File: src/rtl/vfc_pkg.sv
// ----------------------------------------------------------------------------
// vfc_pkg
// Shared types and constants of the voxel face culler.
// ----------------------------------------------------------------------------
package vfc_pkg;

   localparam int DIM_X_DEF   = 16;
   localparam int DIM_Y_DEF   = 16;
   localparam int DIM_Z_DEF   = 16;

   localparam int CRD_W       = 4;
   localparam int BTYPE_W     = 8;
   localparam int WORD_W      = 32;
   localparam int FACE_W      = 3;
   localparam int NUM_FACES   = 6;
   // widest cell index over the allowed chunk sizes (64 x 256 x 64)
   localparam int IDX_MAX_W   = 20;
   localparam int QUEUE_DEPTH = 4;

   localparam int CSR_IDX_W   = 2;
   localparam logic [CSR_IDX_W-1:0] CSR_ORIGIN_X = CSR_IDX_W'(0);
   localparam logic [CSR_IDX_W-1:0] CSR_ORIGIN_Y = CSR_IDX_W'(1);
   localparam logic [CSR_IDX_W-1:0] CSR_ORIGIN_Z = CSR_IDX_W'(2);

   typedef enum logic {
      OP_WRITE = 1'b0,
      OP_QUERY = 1'b1
   } op_type;

   typedef enum logic [FACE_W-1:0] {
      FACE_LEFT   = 3'd0,
      FACE_RIGHT  = 3'd1,
      FACE_BOTTOM = 3'd2,
      FACE_TOP    = 3'd3,
      FACE_BACK   = 3'd4,
      FACE_FRONT  = 3'd5
   } face_type;

   typedef struct packed {
      op_type                 op;
      logic [IDX_MAX_W-1:0]   idx;
      logic [CRD_W-1:0]       x;
      logic [CRD_W-1:0]       y;
      logic [CRD_W-1:0]       z;
      logic                   solid;
      logic [BTYPE_W-1:0]     btype;
      logic [NUM_FACES-1:0]   on_bound;   // face lies on the chunk boundary
   } item_type;

   typedef struct packed {
      logic signed [WORD_W-1:0] x;
      logic signed [WORD_W-1:0] y;
      logic signed [WORD_W-1:0] z;
   } origin_type;

   typedef enum logic [2:0] {
      BK_CLEAR = 3'd0,
      BK_IDLE  = 3'd1,
      BK_READ  = 3'd2,
      BK_EVAL  = 3'd3,
      BK_EMIT  = 3'd4
   } back_state_type;

endpackage

File: src/rtl/vfc_fifo.sv
// ----------------------------------------------------------------------------
// vfc_fifo
// Short item queue between the front and the back.
// ----------------------------------------------------------------------------
module vfc_fifo #(
   parameter int DEPTH = vfc_pkg::QUEUE_DEPTH
) (
   input  logic              clock,
   input  logic              reset,
   input  logic              push_valid,
   output logic              push_ready,
   input  vfc_pkg::item_type push_data,
   output logic              pop_valid,
   input  logic              pop_ready,
   output vfc_pkg::item_type pop_data
);

   localparam int PTR_W = $clog2(DEPTH);

   vfc_pkg::item_type  mem_ff [DEPTH];
   logic [PTR_W-1:0]   wr_ptr_ff, wr_ptr_in;
   logic [PTR_W-1:0]   rd_ptr_ff, rd_ptr_in;
   logic [PTR_W:0]     count_ff, count_in;
   logic               push;
   logic               pop;

   assign push_ready = (count_ff != (PTR_W+1)'(DEPTH));
   assign pop_valid  = (count_ff != '0);
   assign pop_data   = mem_ff[rd_ptr_ff];
   assign push       = push_valid && push_ready;
   assign pop        = pop_valid && pop_ready;

   always_comb begin
      wr_ptr_in = push ? wr_ptr_ff + PTR_W'(1) : wr_ptr_ff;
      rd_ptr_in = pop  ? rd_ptr_ff + PTR_W'(1) : rd_ptr_ff;
      count_in  = count_ff;
      if (push && !pop) begin
         count_in = count_ff + (PTR_W+1)'(1);
      end else if (pop && !push) begin
         count_in = count_ff - (PTR_W+1)'(1);
      end
   end

   always_ff @(posedge clock) begin
      if (reset) begin
         wr_ptr_ff <= '0;
         rd_ptr_ff <= '0;
         count_ff  <= '0;
      end else begin
         wr_ptr_ff <= wr_ptr_in;
         rd_ptr_ff <= rd_ptr_in;
         count_ff  <= count_in;
      end
   end

   always_ff @(posedge clock) begin
      if (push) begin
         mem_ff[wr_ptr_ff] <= push_data;
      end
   end

   a_count_bound: assert property (@(posedge clock) disable iff (reset)
      count_ff <= (PTR_W+1)'(DEPTH))
      else $error("queue count above depth");

   a_ptr_gap: assert property (@(posedge clock) disable iff (reset)
      PTR_W'(wr_ptr_ff - rd_ptr_ff) == count_ff[PTR_W-1:0])
      else $error("queue pointers disagree with count");

   a_full_no_push: assert property (@(posedge clock) disable iff (reset)
      (count_ff == (PTR_W+1)'(DEPTH)) && !pop |=> count_ff == (PTR_W+1)'(DEPTH))
      else $error("full queue changed without a pop");

endmodule

File: config.mk
export PLATFORM = sky130hd
export DESIGN_NAME = vfc_fifo
export DESIGN_NICKNAME = d
export VERILOG_FILES = /design/src/rtl/vfc_pkg.sv /design/src/rtl/vfc_fifo.sv
export SDC_FILE = /design/constraint.sdc
export NUM_CORES = 1
export LEC_CHECK = 0
export BUFFER_PORTS_ARGS = -buffer_cell sky130_fd_sc_hd__buf_2
export CORE_MARGIN = 2
export CORE_UTILIZATION = 51
export CTS_CLUSTER_DIAMETER = 150
export CTS_CLUSTER_SIZE = 14
export DETAILED_ROUTE_END_ITERATION = 6
export PLACE_DENSITY_LB_ADDON = 0.25
export REMOVE_ABC_BUFFERS = 1
export SYNTH_ARGS = -nofsm -noshare
export SYNTH_HDL_FRONTEND = slang
export SYNTH_SLANG_ARGS = --single-unit
File: constraint.sdc
create_clock -name clock -period 3.2 [get_ports clock]
set_clock_uncertainty 0.05 [all_clocks]
set_input_delay 0.8 -clock clock [delete_from_list [all_inputs] [get_ports clock]]
set_output_delay 0.8 -clock clock [all_outputs]
set_load 0.02 [all_outputs]
==> results.toml <==
[clocking]
cts_sinks = 201
htreeDepth = 1
cts_tree = "built"
cts-root-buf = "clkbuf_16"
hold_buffers = 0
cts_resized = 0
numCtsBuffers = 18
path_clk_slew_ps = 60
cts_buffer_depth = 3
clk_latency_ps = 460
post_cts_buffers = 0

[setup_path]
cp_slowest_stage_delay_ps = 580
crit_required_ps = 2350
crit_fanout = 19
crit_chain = "buf_12 > mux4_2 > buf_2"
cp_num_buf_inv = 2
cp-end-kind = "output pin"
crit_type = "register to output pin"
critPathSlowestCell = "dfxtp_4"
worstPathArrival_ps = 2040
start_kind = "register"
crit_cells = 3
r2r_start = "count_ff[0]$_SDFFE_PP0P_"
reg2reg_depth = 8
cp_top_family = "flip-flops"

[power]
clock_power_share_pct = 27.1
power_density_nw_per_um2 = 813
power_mw = 7.06
p_sw_mw = 1.97
power_frac_comb_pct = 25.6
swShare_pct = 27.9
ir_worst_vdd_mv = 0.666
intPower_mw = 5.09
pwr-share-seq_pct = 47.3
leakage_nw = 2.93

[placed_design]
hpwl_um = 7130
dp_slack_ps = 590
gp_congestion = 0.660
postPlaceCellArea_um2 = 8180
place_inst = 577
io_buffers = 101

[synth]
avgSynthCellArea_um2 = 24.8
syn_area_um2 = 7380
yosysTopAreaCell = "edfxtp_1"
netlist_instances = 298
yosys_warnings = 0
synth_top_area_share_pct = 78.1
ys_async_sr_fraction_pct = 0
ys_top_cells_by_area = "edfxtp_1 78%, mux4_2 15%, dfxtp_1 2.4%, ha_1 0.85%, xor2_1 0.47%"
synth_most_common_cell = "edfxtp_1"
synth-main-ff-cell = "edfxtp_1"
ys_top_cells_by_count = "192 x edfxtp_1, 48 x mux4_2, 9 x dfxtp_1, 8 x nor2_1, 5 x ha_1"
ys_seq_area_share_pct = 80.5
ys_ff_latch = 201
synth-edff-count = 192
synth_cell_types = 23

[detailed_routing]
dr.first_iter.drc_count = 250
dr.pass1.iters = 4
num_vias = 3316
drc_errors = 0
vias_per_cell = 5.51
wirelength_um = 12100
drtAntennaViolNets = 0
wl_per_cell_um = 20.0

[sta]
slew_headroom_pct = 71.4
hold_violations = 0
setup_violations = 0
slew_violations = 0
timing.fmax_mhz = 346
worst_slew_pin_slew_ps = 423
period_needed_ps = 2890
fin_ws_ps = 312
fin_crit_sh_pct = 90.3
grt_setup_unrepaired = "false"
tns_ps = 0

[die]
die_y_um = 124
ioPinCount = 102
core_um2 = 14000
start_util_pct = 52.8
fp.dieW_um = 124
dieArea_um2 = 15500
rows = 43

[grt]
grt_overflow_total = 0
grt_max_degree = 49
grt.total_usage_pct = 16.0
grt_pass1_vias = 3671
grt_pass1_wl_um = 19400
antenna_found_initial = 1

[cells_and_area]
fin_cells = 602
area_growth_pct = 17.6
drive_gt1_share_pct = 44.1
fin_area_um2 = 8680
nets = 475
diodes = 0

[flow_run]
maxCapViolCount = 0

[min_path]
hold_class = "input pin to register"
whs_path_depth = 1
hp-start = "push_data[34]"

[status]
status = "completed"
==> logic make-up after synthesis <==
logic type | count (synthesis) | synth area share (%)
flip-flops | 201 | 80.5
adder cells (fa/ha/maj) | 6 | 1.12
buffers and inverters | 14 | 1.17
AND/OR/NAND/NOR | 17 | 1.14
XOR/XNOR | 4 | 0.474
AO/OA/AOI/OAI | 5 | 0.508
multiplexers | 51 | 15.1
==> power groups by stage <==
stage / Sequential (mW) / Clock (mW) / Combinational (mW)
3_3_place_gp: 3.39 / 0 / 1.83
6_report: 3.34 / 1.91 / 1.81
2_1_floorplan: 3.46 / 0 / 1.15
4_1_cts: 3.35 / 1.96 / 1.85
3_5_place_dp: 3.41 / 0 / 1.85
5_1_grt: 3.38 / 2.06 / 1.94
==> layout by cell type, fill, tap and decap left out, types with 2 or more instances in the layout <==
| cell type | synthesis | final |
|---|---|---|
| nor2_1 | 8 | 8 |
| and2_2 | 0 | 4 |
| clkbuf_1 | 3 | 5 |
| inv_1 | 3 | 3 |
| mux2i_1 | 2 | 2 |
| buf_12 | 0 | 5 |
| buf_4 | 2 | 4 |
| edfxtp_1 | 192 | 192 |
| xor2_1 | 4 | 4 |
| clkbuf_16 | 0 | 19 |
| dfxtp_1 | 9 | 7 |
| buf_2 | 3 | 101 |
| ha_1 | 5 | 5 |
| mux4_2 | 48 | 48 |
| nand2b_1 | 2 | 2 |
| or3_1 | 2 | 2 |
==> routing by layer <==
layer  vias to the layer above  GRT usage, %  wire (um)
met5                         -             0         13
met4                         2          4.10        253
met3                        23          3.61        691
met2                        91          27.7       6200
met1                      1713          20.8       4900
li1                       1487             -          -
==> cell type report <==
| type | count | area (um^2) |
|---|---|---|
| Clock buffer | 24 | 494 |
| Clock inverter | 1 | 11.3 |
| Multi-Input combinational cell | 83 | 1360 |
| Inverter | 3 | 11.3 |
| Sequential cell | 201 | 5950 |
| Timing Repair Buffer | 110 | 636 |
| Tap cell | 180 | 225 |
| Fill cell | 996 | 5300 |
==> flip-flops by register name, summed over array words and instances (netlist names), named ones only <==
signal / flops
wr_ptr_ff: 2
rd_ptr_ff: 2
mem_ff: 192
count_ff: 3
==> per-stage QoR <==
| step | hold slack, ps | util, % |
|---|---|---|
| detailed placement | 477 | 58.5 |
| global route | 479 | 62.1 |
| CTS | 481 | 62.1 |
| floorplan | 431 | - |
| global placement | 450 | 58.5 |
| finish | 492 | 62.1 |
==> final timing paths <==
kind	endpoint	slack (ps)
setup / recovery	pop_data[4]	310
hold / removal	mem_ff[0][34]$_DFFE_PP_	490
setup reg to reg	count_ff[2]$_SDFFE_PP0P_	940
hold reg to reg	wr_ptr_ff[1]$_SDFFE_PP0P_	490
(Power assumes the default switching activity.)
